$ cat src/design/ucd_pkg.sv
// ----------------------------------------------------------------------------
// ucd_pkg
// Shared constants, types and helpers for the URL component decoder.
// ----------------------------------------------------------------------------
package ucd_pkg;

	localparam logic [7:0] CH_QUESTION = 8'h3F;
	localparam logic [7:0] CH_HASH     = 8'h23;
	localparam logic [7:0] CH_PERCENT  = 8'h25;
	localparam logic [7:0] CH_EQUALS   = 8'h3D;
	localparam logic [7:0] CH_AMP      = 8'h26;

	localparam logic [1:0] SEC_PATH  = 2'd0;
	localparam logic [1:0] SEC_QUERY = 2'd1;
	localparam logic [1:0] SEC_FRAG  = 2'd2;

	localparam logic [1:0] EV_BYTE = 2'd0;
	localparam logic [1:0] EV_KEY  = 2'd1;
	localparam logic [1:0] EV_PAIR = 2'd2;
	localparam logic [1:0] EV_END  = 2'd3;

	localparam logic [1:0] ESC_IDLE = 2'd0;
	localparam logic [1:0] ESC_HIGH = 2'd1;
	localparam logic [1:0] ESC_LOW  = 2'd2;

	typedef struct packed {
		logic [1:0] sec;
		logic [1:0] esc;
		logic [3:0] nib;
	} ucd_state_t;

	typedef struct packed {
		logic       main_v;
		logic [1:0] main_ev;
		logic [1:0] main_sec;
		logic [7:0] main_byte;
		logic       pair_v;
		logic       end_v;
		logic [1:0] end_sec;
	} ucd_group_t;

	function automatic logic [3:0] hex_value(input logic [7:0] c);
		logic [3:0] v;
		v = 4'd0;
		if (c >= 8'h30 && c <= 8'h39) begin
			v = c[3:0];
		end else if ((c >= 8'h61 && c <= 8'h66) || (c >= 8'h41 && c <= 8'h46)) begin
			v = c[3:0] + 4'd9;
		end
		return v;
	endfunction

endpackage

$ cat src/design/ucd_decode.sv
// ----------------------------------------------------------------------------
// ucd_decode
// Per-byte decode: section tracking, percent escapes and query marks.
// ----------------------------------------------------------------------------
module ucd_decode (
	input  logic [7:0]         in_byte,
	input  logic               is_final,
	input  ucd_pkg::ucd_state_t st,
	output ucd_pkg::ucd_state_t st_d,
	output ucd_pkg::ucd_group_t grp
);
	import ucd_pkg::*;

	logic [1:0] sec;
	logic [3:0] hv;

	assign hv = hex_value(in_byte);

	always_comb begin
		st_d = st;
		grp  = '0;
		sec  = (st.sec > SEC_FRAG) ? SEC_FRAG : st.sec;

		if (st.esc == ESC_HIGH) begin
			st_d.nib = hv;
			st_d.esc = ESC_LOW;
		end else if (st.esc != ESC_IDLE) begin
			grp.main_v    = 1'b1;
			grp.main_ev   = EV_BYTE;
			grp.main_sec  = sec;
			grp.main_byte = {st.nib, hv};
			st_d.esc      = ESC_IDLE;
			st_d.nib      = 4'd0;
		end else if (in_byte == CH_PERCENT) begin
			st_d.esc = ESC_HIGH;
		end else if (sec == SEC_PATH && in_byte == CH_QUESTION) begin
			sec = SEC_QUERY;
		end else if (sec == SEC_PATH && in_byte == CH_HASH) begin
			sec = SEC_FRAG;
		end else if (sec == SEC_QUERY && in_byte == CH_HASH) begin
			grp.main_v   = 1'b1;
			grp.main_ev  = EV_PAIR;
			grp.main_sec = SEC_QUERY;
			sec          = SEC_FRAG;
		end else if (sec == SEC_QUERY && in_byte == CH_EQUALS) begin
			grp.main_v   = 1'b1;
			grp.main_ev  = EV_KEY;
			grp.main_sec = SEC_QUERY;
		end else if (sec == SEC_QUERY && in_byte == CH_AMP) begin
			grp.main_v   = 1'b1;
			grp.main_ev  = EV_PAIR;
			grp.main_sec = SEC_QUERY;
		end else begin
			grp.main_v    = 1'b1;
			grp.main_ev   = EV_BYTE;
			grp.main_sec  = sec;
			grp.main_byte = in_byte;
		end

		st_d.sec = sec;

		if (is_final) begin
			grp.pair_v  = (sec == SEC_QUERY);
			grp.end_v   = 1'b1;
			grp.end_sec = sec;
			st_d        = '0;
		end
	end

endmodule

$ cat src/design/url_component_decoder.sv
// ----------------------------------------------------------------------------
// url_component_decoder
// Latency: a word's first result is offered the cycle after it is accepted.
// Throughput: one input word per cycle while each word gives at most one
// result and out_stall is low; more results per word hold the input until
// the single result register, draining one per unstalled cycle, has one left.
// Reset: asynchronous, returns to the path section with no escape pending.
// ----------------------------------------------------------------------------
module url_component_decoder (
	input  logic       clk,
	input  logic       arst_n,
	input  logic       in_valid,
	output logic       in_stall,
	input  logic [7:0] in_byte,
	input  logic       is_final,
	output logic       out_valid,
	input  logic       out_stall,
	output logic [1:0] event_res,
	output logic [1:0] section,
	output logic [7:0] out_byte,
	output logic       run_last
);
	import ucd_pkg::*;

	ucd_state_t st_q;
	ucd_state_t st_d;
	ucd_group_t grp_d;
	ucd_group_t grp_q;
	logic [1:0] pend_cnt;
	logic       in_acc;
	logic       out_acc;

	ucd_decode u_decode (
		.in_byte  (in_byte),
		.is_final (is_final),
		.st       (st_q),
		.st_d     (st_d),
		.grp      (grp_d)
	);

	assign pend_cnt = {1'b0, grp_q.main_v} + {1'b0, grp_q.pair_v} + {1'b0, grp_q.end_v};
	assign out_valid = (pend_cnt != 2'd0);
	assign out_acc   = out_valid && !out_stall;
	assign in_stall  = out_valid && !(pend_cnt == 2'd1 && !out_stall);
	assign in_acc    = in_valid && !in_stall;

	always_comb begin
		if (grp_q.main_v) begin
			event_res = grp_q.main_ev;
			section   = grp_q.main_sec;
			out_byte  = grp_q.main_byte;
			run_last  = 1'b0;
		end else if (grp_q.pair_v) begin
			event_res = EV_PAIR;
			section   = SEC_QUERY;
			out_byte  = 8'd0;
			run_last  = 1'b0;
		end else begin
			event_res = EV_END;
			section   = grp_q.end_sec;
			out_byte  = 8'd0;
			run_last  = 1'b1;
		end
	end

	always_ff @(posedge clk or negedge arst_n) begin
		if (!arst_n) begin
			st_q  <= '0;
			grp_q <= '0;
		end else if (in_acc) begin
			st_q  <= st_d;
			grp_q <= grp_d;
		end else if (out_acc) begin
			if (grp_q.main_v) begin
				grp_q.main_v <= 1'b0;
			end else if (grp_q.pair_v) begin
				grp_q.pair_v <= 1'b0;
			end else begin
				grp_q.end_v <= 1'b0;
			end
		end
	end

endmodule

$ cat config.mk
export PLATFORM = sky130hd
export DESIGN_NAME = url_component_decoder
export DESIGN_NICKNAME = d
export VERILOG_FILES = /design/src/design/ucd_pkg.sv /design/src/design/ucd_decode.sv /design/src/design/url_component_decoder.sv
export SDC_FILE = /design/constraint.sdc
export NUM_CORES = 1
export LEC_CHECK = 0
export ABC_AREA = 1
export BUFFER_PORTS_ARGS = -buffer_cell sky130_fd_sc_hd__buf_4
export CORE_AREA = 2 2 75 49
export CTS_BUF_LIST = sky130_fd_sc_hd__clkbuf_16
export DETAILED_ROUTE_END_ITERATION = 6
export DIE_AREA = 0 0 77 51
export PLACE_DENSITY = 0.77
export SYNTH_ARGS = -nofsm -noshare
export SYNTH_HDL_FRONTEND = slang
export SYNTH_SLANG_ARGS = --single-unit
$ cat constraint.sdc
create_clock -name clk -period 2.3 [get_ports clk]
set_input_delay 0.46 -clock clk [delete_from_list [all_inputs] [get_ports clk]]
set_output_delay 0.46 -clock clk [all_outputs]
set_load 0.05 [all_outputs]
==> impl_metrics.toml, run 1 <==
[worst_setup_path]
crit_fanout = 2
rr_endpoint = "st_q[1]"
critPathRequiredTime_ns = 1.84
timing.rr.start = "grp_q[2]"
slowest_delay_ns = 0.47
cp.arrival_ns = 1.59
end_kind = "primary output"
critPathBufInv = 2
critPathTopFamily = "adder cells"
cp_slowest_cell = "fa_1"
reg2reg_depth = 9
cp-start-kind = "flop"
critPathKind = "reg -> out"
reg2reg_slack_ns = 0.26
cp_cell_sequence = "inv_1 -> fa_1 -> o21ai_2 -> buf_4"

[power]
cellPowerDensity_mw_per_mm2 = 1110
power.switching_mw = 1.14
clockPowerShare = 0.166
switching_share = 0.495
p_leak_nw = 1.15
combinationalPowerShare = 0.584
p_int_mw = 1.16
seqPwrFrac = 0.250
max-vdd-ir-drop_mv = 0.707

[cts]
clock-sinks = 25
cts_resized = 0
htree_levels = 1
clkTransAtPathRegs_ns = 0.06
cts_root_buf = "clkbuf_16"
hold_buffers = 0
cts_max_path_buffers = 2
numCtsBuffers = 3
cts_tree = "done"
cts_setup_buffers = 0
clk_latency_ns = 0.26

[die]
fp.coreArea_mm2 = 0.00336
die_w_um = 77
ios = 28
num_rows = 17
die_h_um = 51
start_util = 0.516
die_area_mm2 = 0.00393

[synthesis]
ys_seq_area_frac = 0.361
synthArstFlopShare = 1.00
ys.warnings.count = 0
syn-cell-area_mm2 = 0.00173
syn_inst = 254
synthFlopType = "dfrtp_1"
yosysUniqueCellTypes = 29
post_synth.cell_area_avg_um2 = 6.83
synth_nets = 272
ys_ff_latch = 25
synth_edf_count = 0

[route]
wl_met2_um = 1640
route.top_layer_used = "met4"
drtPass1Iterations = 4
m1WireLength_um = 1970
dr_total_vias = 1641
via_per_inst = 4.99
wl_met3_um = 307
drc = 0
postRouteAntennaNets = 0
drtIter0Drc = 130
routed_wl_um = 3950
detail_route.wl_per_cell_um = 12.0

[placed_design]
hpwl_um = 3160
gp_congestion = 0.893
port_buffers = 27
place_inst = 325

[final_layout]
num_antenna_cells = 0
fill_cells = 317
instances_no_fill = 329
ff_latch_area_um2 = 626
multiInputGateArea_um2 = 901
post-route-util = 0.615
syn2layout_area_growth_pct = 19.2
nets = 301
final_common_cell = "nand2_1"
drive_gt1_frac = 0.206
final_cell_mix = "nand2_1, inv_1, buf_4"

[grt]
grt_pass1_vias = 1417
grt-ovfl-total = 0
track_usage = 0.216
grt_max_degree = 26
antenna_found_initial = 0
grt_pass1_wl_um = 6640

[run_status]
outcome = "complete, no violations"

[sta]
min_period_ns = 2.05
min_period_over_period = 0.891
final_max_slew_viol_count = 0
worst_slew_pin_slew_ns = 0.473
rsz0062_at_grt = "no"
finalHoldViolCount = 0
tns_ns = 0
slew_headroom = 0.684
fin_skew_ns = 0.00396
finalSetupViolations = 0
fmax_mhz = 488

[job]
drv_cap = 0

[min_path]
hold_class = "in -> async"
==> per-layer routing <==
layer	track usage	vias up
met5	0	-
met4	0.0446	0
met3	0.0389	7
met2	0.310	56
met1	0.339	738
li1	-	840
==> final cells by class <==
type                       instances  area share
inverter                          49      0.0896
clock buffer                       3      0.0363
multi-input combinational        175       0.436
clock inverter                     1     0.00182
tap                               47      0.0285
sequential                        25       0.303
timing repair buffer              29       0.105
==> logic make-up after synthesis <==
| family | Yosys count | share of synthesized area |
|---|---|---|
| and+or+nand+nor | 136 | 0.362 |
| buffers and inverters | 54 | 0.126 |
| AOI/OAI and AO/OA | 33 | 0.106 |
| DFF | 25 | 0.361 |
| adders and majority gates | 5 | 0.0404 |
| xor gates and xnor gates | 1 | 0.00505 |
==> through the flow <==
step	hold WS, ns	worst slack (ns)	power [mW]	instance area [µm²]
2_1_floorplan	0.164	0.0675	1.55	1740
3_3_place_gp	0.377	0.336	1.91	1990
3_5_place_dp	0.380	0.315	1.93	1990
4_1_cts	0.0975	0.247	2.31	2070
5_1_grt	0.121	0.109	2.45	2070
6_report	0.0904	0.251	2.30	2070
==> power groups by stage <==
stage | combinational, mW | sequential, mW | clock, mW
after CTS | 1.35 | 0.574 | 0.389
final | 1.34 | 0.574 | 0.382
after global routing | 1.45 | 0.583 | 0.413
after detailed placement | 1.35 | 0.582 | 0
after global placement | 1.33 | 0.578 | 0
after floorplan | 0.976 | 0.578 | 0
==> cell usage after synthesis, types with 2 or more instances <==
cell | instances | share of area
ha_1 | 4 | 0.029
or2_2 | 2 | 0.0072
nand2_1 | 72 | 0.16
nor2_1 | 22 | 0.048
inv_1 | 44 | 0.095
a21oi_1 | 5 | 0.014
buf_2 | 2 | 0.0058
dfrtp_1 | 25 | 0.36
nand2_2 | 5 | 0.018
o21ai_1 | 10 | 0.029
inv_2 | 4 | 0.0087
nor2_4 | 4 | 0.026
nand3_1 | 21 | 0.061
nor2_2 | 4 | 0.014
nand4_1 | 2 | 0.0072
o32ai_1 | 2 | 0.010
nand2_4 | 3 | 0.019
o22ai_1 | 3 | 0.011
o21ai_0 | 10 | 0.029
==> sequential cells by signal, indices dropped and copies added, names as in the netlist <==
register / count
st_q: 8
grp_q: 17
==> worst max path at each step <==
stage                            end       from  cells past startpoint  slack, ns
after global routing         st_q[1]   grp_q[3]                      9       0.11
after floorplan           section[1]  grp_q[16]                      3       0.07
after detailed placement     st_q[1]   grp_q[3]                      9       0.31
after CTS                   in_stall   grp_q[3]                      4       0.25
final                       in_stall   grp_q[3]                      4       0.25
after global placement       st_q[1]   grp_q[2]                      9       0.34
==> worst register-to-register path: cells and delay by family, from the launching register on <==
kind	cells	cell delay [ns]
adder cells (fa/ha/maj)	1	0.58
AND/OR/NAND/NOR	3	0.44
buffers and inverters	3	0.38
flip-flops	1	0.33
AO/OA/AOI/OAI	2	0.22
Note: power is estimated with default switching activity, not from simulation.
==> inputs of run 2 (changes only) <==
--- a/config.mk
+++ b/config.mk
@@ -5,13 +5,12 @@
 export SDC_FILE = /design/constraint.sdc
 export NUM_CORES = 1
 export LEC_CHECK = 0
-export ABC_AREA = 1
 export BUFFER_PORTS_ARGS = -buffer_cell sky130_fd_sc_hd__buf_4
-export CORE_AREA = 2 2 75 49
+export CORE_AREA = 2 2 74 48
 export CTS_BUF_LIST = sky130_fd_sc_hd__clkbuf_16
 export DETAILED_ROUTE_END_ITERATION = 6
-export DIE_AREA = 0 0 77 51
-export PLACE_DENSITY = 0.77
+export DIE_AREA = 0 0 76 50
+export PLACE_DENSITY = 0.78
 export SYNTH_ARGS = -nofsm -noshare
 export SYNTH_HDL_FRONTEND = slang
 export SYNTH_SLANG_ARGS = --single-unit
==> run 2 against run 1 <==
Register-to-register slack lost 0.13 ns; clock skew shrank 0.00065 ns; clock power shrank 2%; largest cell class unchanged; largest power group unchanged.
==> impl_metrics.toml, run 2 <==
[synthesis]
ys.warnings.count = 0
synth-xor-area-share = 0
synth_top_area_frac = 0.370
synth_area_leaders = "dfrtp_1, nand2_1, a21oi_1, and2_1, ha_1"
yosysUniqueCellTypes = 50
ys_seq_area_frac = 0.370
synth_edf_count = 0
synth_top_family_by_area = "simple AND/OR/NAND/NOR gates"
yosys-top-cells-count = "dfrtp_1, nand2_1, a21oi_1, inv_1, nor2_1"
muxShareOfSynthArea = 0
post_synth.cell_area_avg_um2 = 8.49
synth_most_common_cell = "dfrtp_1"
syn_inst = 199
synthFlopType = "dfrtp_1"
synth_compound_area_frac = 0.244
synthArstFlopShare = 1.00
synthAdderAreaFrac = 0.0415
synth_nets = 217
yosysTopAreaCell = "dfrtp_1"
syn-cell-area_mm2 = 0.00169
ys_ff_latch = 25
synthSimpleGateAreaFrac = 0.290

[sta]
min_period_ns = 2.22
finalSetupViolations = 0
fmax_mhz = 451
final_max_slew_viol_count = 0
whs_ns = 0.0941
min_period_over_period = 0.965
finalHoldViolCount = 0
slew_headroom = 0.629
fin_skew_ns = 0.00331
tns_ns = 0
worst_slew_pin_slew_ns = 0.542

[die]
ios = 28
num_rows = 16
start_util = 0.545
die_h_um = 50
die_w_um = 76
fp.coreArea_mm2 = 0.00310
die_area_mm2 = 0.00380

[final_layout]
largestRegisters = "grp_q x17, st_q x8"
largest_reg_flops = 17
final_common_cell = "buf_4"
nets = 248
syn2layout_area_growth_pct = 22.4
num_antenna_cells = 0
drive_gt1_frac = 0.214
final_cell_mix = "buf_4, dfrtp_1, nand2_1"
regMostFlops = "grp_q"

[route]
via_per_inst = 6.36
drtPass1Iterations = 5
drc = 0
drtIter0Drc = 256
postRouteAntennaNets = 0
detail_route.wl_per_cell_um = 18.8
dr_total_vias = 1743
routed_wl_um = 5140

[power]
p_leak_nw = 0.942
cellPowerDensity_mw_per_mm2 = 1340
max-vdd-ir-drop_mv = 0.818

[worst_setup_path]
slowest_delay_ns = 0.60
crit_fanout = 5
cp_slowest_cell = "fa_1"
timing.rr.start = "grp_q[3]"
critPathRequiredTime_ns = 1.84
crit_start = "grp_q[3]"
rr_endpoint = "grp_q[15]"
cp_cell_sequence = "inv_1 -> fa_1 -> nand2b_4 -> nand2_1 -> buf_4"
cp-start-kind = "flop"
reg2reg_depth = 6
cp.arrival_ns = 1.76
reg2reg_slack_ns = 0.13
critPathKind = "reg -> out"
end_kind = "primary output"

[cts]
clock-sinks = 25
cts_resized = 0
numCtsBuffers = 3
cts_max_path_buffers = 2
hold_buffers = 0
cts_setup_buffers = 0
htree_levels = 1
clk_latency_ns = 0.26
cts_root_buf = "clkbuf_16"
clkTransAtPathRegs_ns = 0.06
cts_tree = "done"

[grt]
grt_pass1_wl_um = 8420
grt_max_degree = 26
antenna_found_initial = 0
track_usage = 0.282
grt-ovfl-total = 0
grt_pass1_vias = 1655

[min_path]
hold_class = "in -> async"

[placed_design]
port_buffers = 27
hpwl_um = 3760
gp_congestion = 0.936

[job]
drv_cap = 0

[run_status]
outcome = "complete, no violations"
[run 2: changes by cell type after synthesis, moves of 10 or more]
cell	change
nor2_1	-12
nand2_1	-48
nand3_1	-12
a21oi_1	+10
inv_1	-31
[run 2: worst max path at each step]
stage                           to  slack, ns  cells past startpoint
after global routing      in_stall    -0.0009                      5
after floorplan           grp_q[6]       0.07                      9
after global placement    grp_q[7]       0.23                      6
final                     in_stall       0.08                      5
after CTS                  st_q[3]       0.03                      6
after detailed placement   st_q[3]       0.08                      6
[run 2: critical path: cells and delay by family (launching register included)]
family	cells	cell delay, ns
adders and majority gates	1	0.60
DFF	1	0.39
buffers and inverters	2	0.29
and+or+nand+nor	2	0.22
[run 2: power by group]
group | internal, mW | switching [mW] | leakage (nW) | total [mW]
sequential | 0.574 | 0.0901 | 0.321 | 0.664
clock | 0.232 | 0.142 | 0.0423 | 0.374
combinational | 0.579 | 1.15 | 0.579 | 1.73
total | 1.39 | 1.38 | 0.942 | 2.77
[run 2: area by class of cell]
type	instances	area (µm²)
inverters	13	48.8
multi-input cells	151	988
repair buffers	36	270
flip-flops and latches	25	626
well taps	45	56.3
clock buffers	3	75.1
clock inverters	1	3.75
fillers	271	1030
[run 2: cells by family after synthesis]
kind of cell / count (synthesis)
flops: 25
compound gates: 60
buf+inv: 23
simple gates: 86
fa+ha+maj: 5
[run 2: metrics by stage]
step                      cell area, µm²   util  setup slack (ns)  instances  power [mW]
final                               2070  0.667            0.0809        274        2.77
after global routing                2070  0.667         -0.000907        274        2.94
after CTS                           2050  0.661            0.0303        274        2.72
after detailed placement            1970  0.636            0.0764        270        2.33
after global placement              1970  0.636             0.225        270        2.30
after floorplan                     1690      -            0.0695        199        1.83
[run 2: metal layers]
layer,GRT usage,vias up,share of wire
met1,0.412,849,0.45
li1,-,799,-
met3,0.0623,8,0.094
met4,0.0424,0,0.011
met5,0,-,0
met2,0.440,87,0.45
==> inputs of run 3 (changes only) <==
--- a/config.mk
+++ b/config.mk
@@ -11,6 +11,7 @@
 export DETAILED_ROUTE_END_ITERATION = 6
 export DIE_AREA = 0 0 76 50
 export PLACE_DENSITY = 0.78
+export SETUP_SLACK_MARGIN = 0.4
 export SYNTH_ARGS = -nofsm -noshare
 export SYNTH_HDL_FRONTEND = slang
 export SYNTH_SLANG_ARGS = --single-unit
==> run 3 against run 2 <==
Combinational power is 45% higher; first-iteration DRC count grew 13%; non-clock buffer count increased by 17; clock power increased by 7.0%; maximum frequency increased by 3.9%; critical path depth rose by 5; sequential share of layout area shrank 5.2 points; global-route usage rose by 5.7 points; count of clock-buffer cells in the layout unchanged; utilization increased by 14 points; sequential power rose by 2%; largest power group unchanged; highest routed layer unchanged.
==> impl_metrics.toml, run 3 (synthesized netlist as in run 2, its figures left out) <==
[min_path]
hold_class = "in -> async"

[sta]
worst_slack_ns = 0.164
worst_slew_pin_slew_ns = 0.587
slew_headroom = 0.603
min_period_ns = 2.14
final_max_slew_viol_count = 0
min_period_over_period = 0.929
fin_skew_ns = 0.00534
whs_ns = 0.0940
finalHoldViolCount = 0
finalSetupViolations = 0
tns_ns = 0
rsz0062_at_grt = "yes"
fmax_mhz = 468

[worst_setup_path]
cp_slowest_cell = "fa_1"
critPathTopFamily = "buffers and inverters"
slowest_delay_ns = 0.57
critPathBufInv = 5
critPathRequiredTime_ns = 2.44
rr_endpoint = "grp_q[15]"
end_kind = "flop"
crit_fanout = 6
cp.arrival_ns = 2.28
cp_cell_sequence = "inv_2 -> fa_1 -> nand2b_4 -> buf_6 -> buf_6 -> nand3_4 -> buf_4 -> buf_16 -> nand2_1 -> o41ai_2"
critPathKind = "reg -> reg"
reg2reg_depth = 10
timing.rr.start = "grp_q[16]"
reg2reg_slack_ns = 0.16
critPathMostFrequentCell = "buf_6"
cp-start-kind = "flop"

[grt]
grt_max_degree = 26
grt-ovfl-total = 0
grt_pass1_vias = 1927
grt_pass1_wl_um = 9920
antenna_found_initial = 0
track_usage = 0.340

[route]
detail_route.wl_per_cell_um = 22.2
dr_total_vias = 1970
drtIter0Drc = 288
postRouteAntennaNets = 0
drc = 0
via_per_inst = 6.77
drtPass1Iterations = 5
routed_wl_um = 6450

[power]
p_leak_nw = 1.10
power_mw = 3.58
max-vdd-ir-drop_mv = 1.04
cellPowerDensity_mw_per_mm2 = 1430

[placed_design]
dp_slack_ns = 0.140
place_inst = 269
placed_cell_area_mm2 = 0.00205
hpwl_um = 3880
port_buffers = 27
gp_congestion = 0.963

[die]
die_area_mm2 = 0.00380
start_util = 0.545
die_h_um = 50
die_w_um = 76
ios = 28
fp.coreArea_mm2 = 0.00310
num_rows = 16

[final_layout]
regMostFlops = "grp_q"
design_area_mm2 = 0.00249
instances_no_fill = 291
post-route-util = 0.804
largest_reg_flops = 17
largestRegisters = "grp_q x17, st_q x8"
final_common_cell = "buf_4"
nets = 265
num_antenna_cells = 0
syn2layout_area_growth_pct = 47.6
final_cell_mix = "buf_4, dfrtp_1, nand2_1"
drive_gt1_frac = 0.374

[cts]
clk_latency_ns = 0.26
cts_max_path_buffers = 2
cts_tree = "done"
numCtsBuffers = 3
cts_root_buf = "clkbuf_16"
clkTransAtPathRegs_ns = 0.07
clock-sinks = 25
htree_levels = 1

[run_status]
outcome = "complete, no violations"

[job]
drv_cap = 0
-- run 3: cell count changes in the layout (fill, tap and decap cells not counted), moves of 2 or more --
cell       delta
buf_6         +8
a21oi_1       -4
a21oi_2       +4
buf_4         +4
buf_12        +3
nand2_1       -3
nand3_1       -3
nand3_4       +3
o21ai_0       -3
o2bb2ai_1     -3
o2bb2ai_2     +3
inv_1         -2
nand2_2       +2
-- run 3: worst reg2reg max path: stages (launching register included) --
cell      delay [ns]
dfrtp_1         0.38
inv_2           0.05
fa_1            0.57
nand2b_4        0.15
buf_6           0.10
buf_6           0.10
nand3_4         0.13
buf_4           0.21
buf_16          0.13
nand2_1         0.11
o41ai_2         0.09
-- run 3: timing repair --
item,in CTS,in global routing
pin swaps,11,9
hold buffers,0,0
resized for setup,15,18
endpoints found under the setup margin,16,29
cloned,1,1
buffers inserted,13,3
-- run 3: report_power, final --
part           switching, mW  internal (mW)  total (mW)
Clock                  0.164          0.236       0.400
Combinational           1.44           1.07        2.51
Sequential             0.100          0.574       0.674
-- run 3: worst max path at each step --
stage,from,to,slack [ns],cells past startpoint
after detailed placement,in_byte[0],grp_q[6],0.14,7
after floorplan,grp_q[16],grp_q[15],0.20,7
after global placement,in_byte[0],grp_q[6],0.04,7
final,grp_q[16],grp_q[15],0.16,10
after CTS,grp_q[16],out_valid,0.21,5
after global routing,grp_q[16],st_q[4],0.09,8
-- run 3: routing by layer --
metal / share of wire / GRT usage / vias up
met2: 0.46 / 0.552 / 162
met4: 0.033 / 0.133 / 0
met1: 0.39 / 0.427 / 939
li1: - / - / 838
met5: 0 / 0 / -
met3: 0.11 / 0.108 / 31
-- run 3: final cells by class --
cell class / count / area, µm²
clock inverter: 1 / 7.51
sequential: 25 / 626
tap: 45 / 56.3
inverter: 13 / 48.8
clock buffer: 3 / 75.1
timing repair buffer: 53 / 503
multi-input combinational: 151 / 1180
fill: 170 / 608
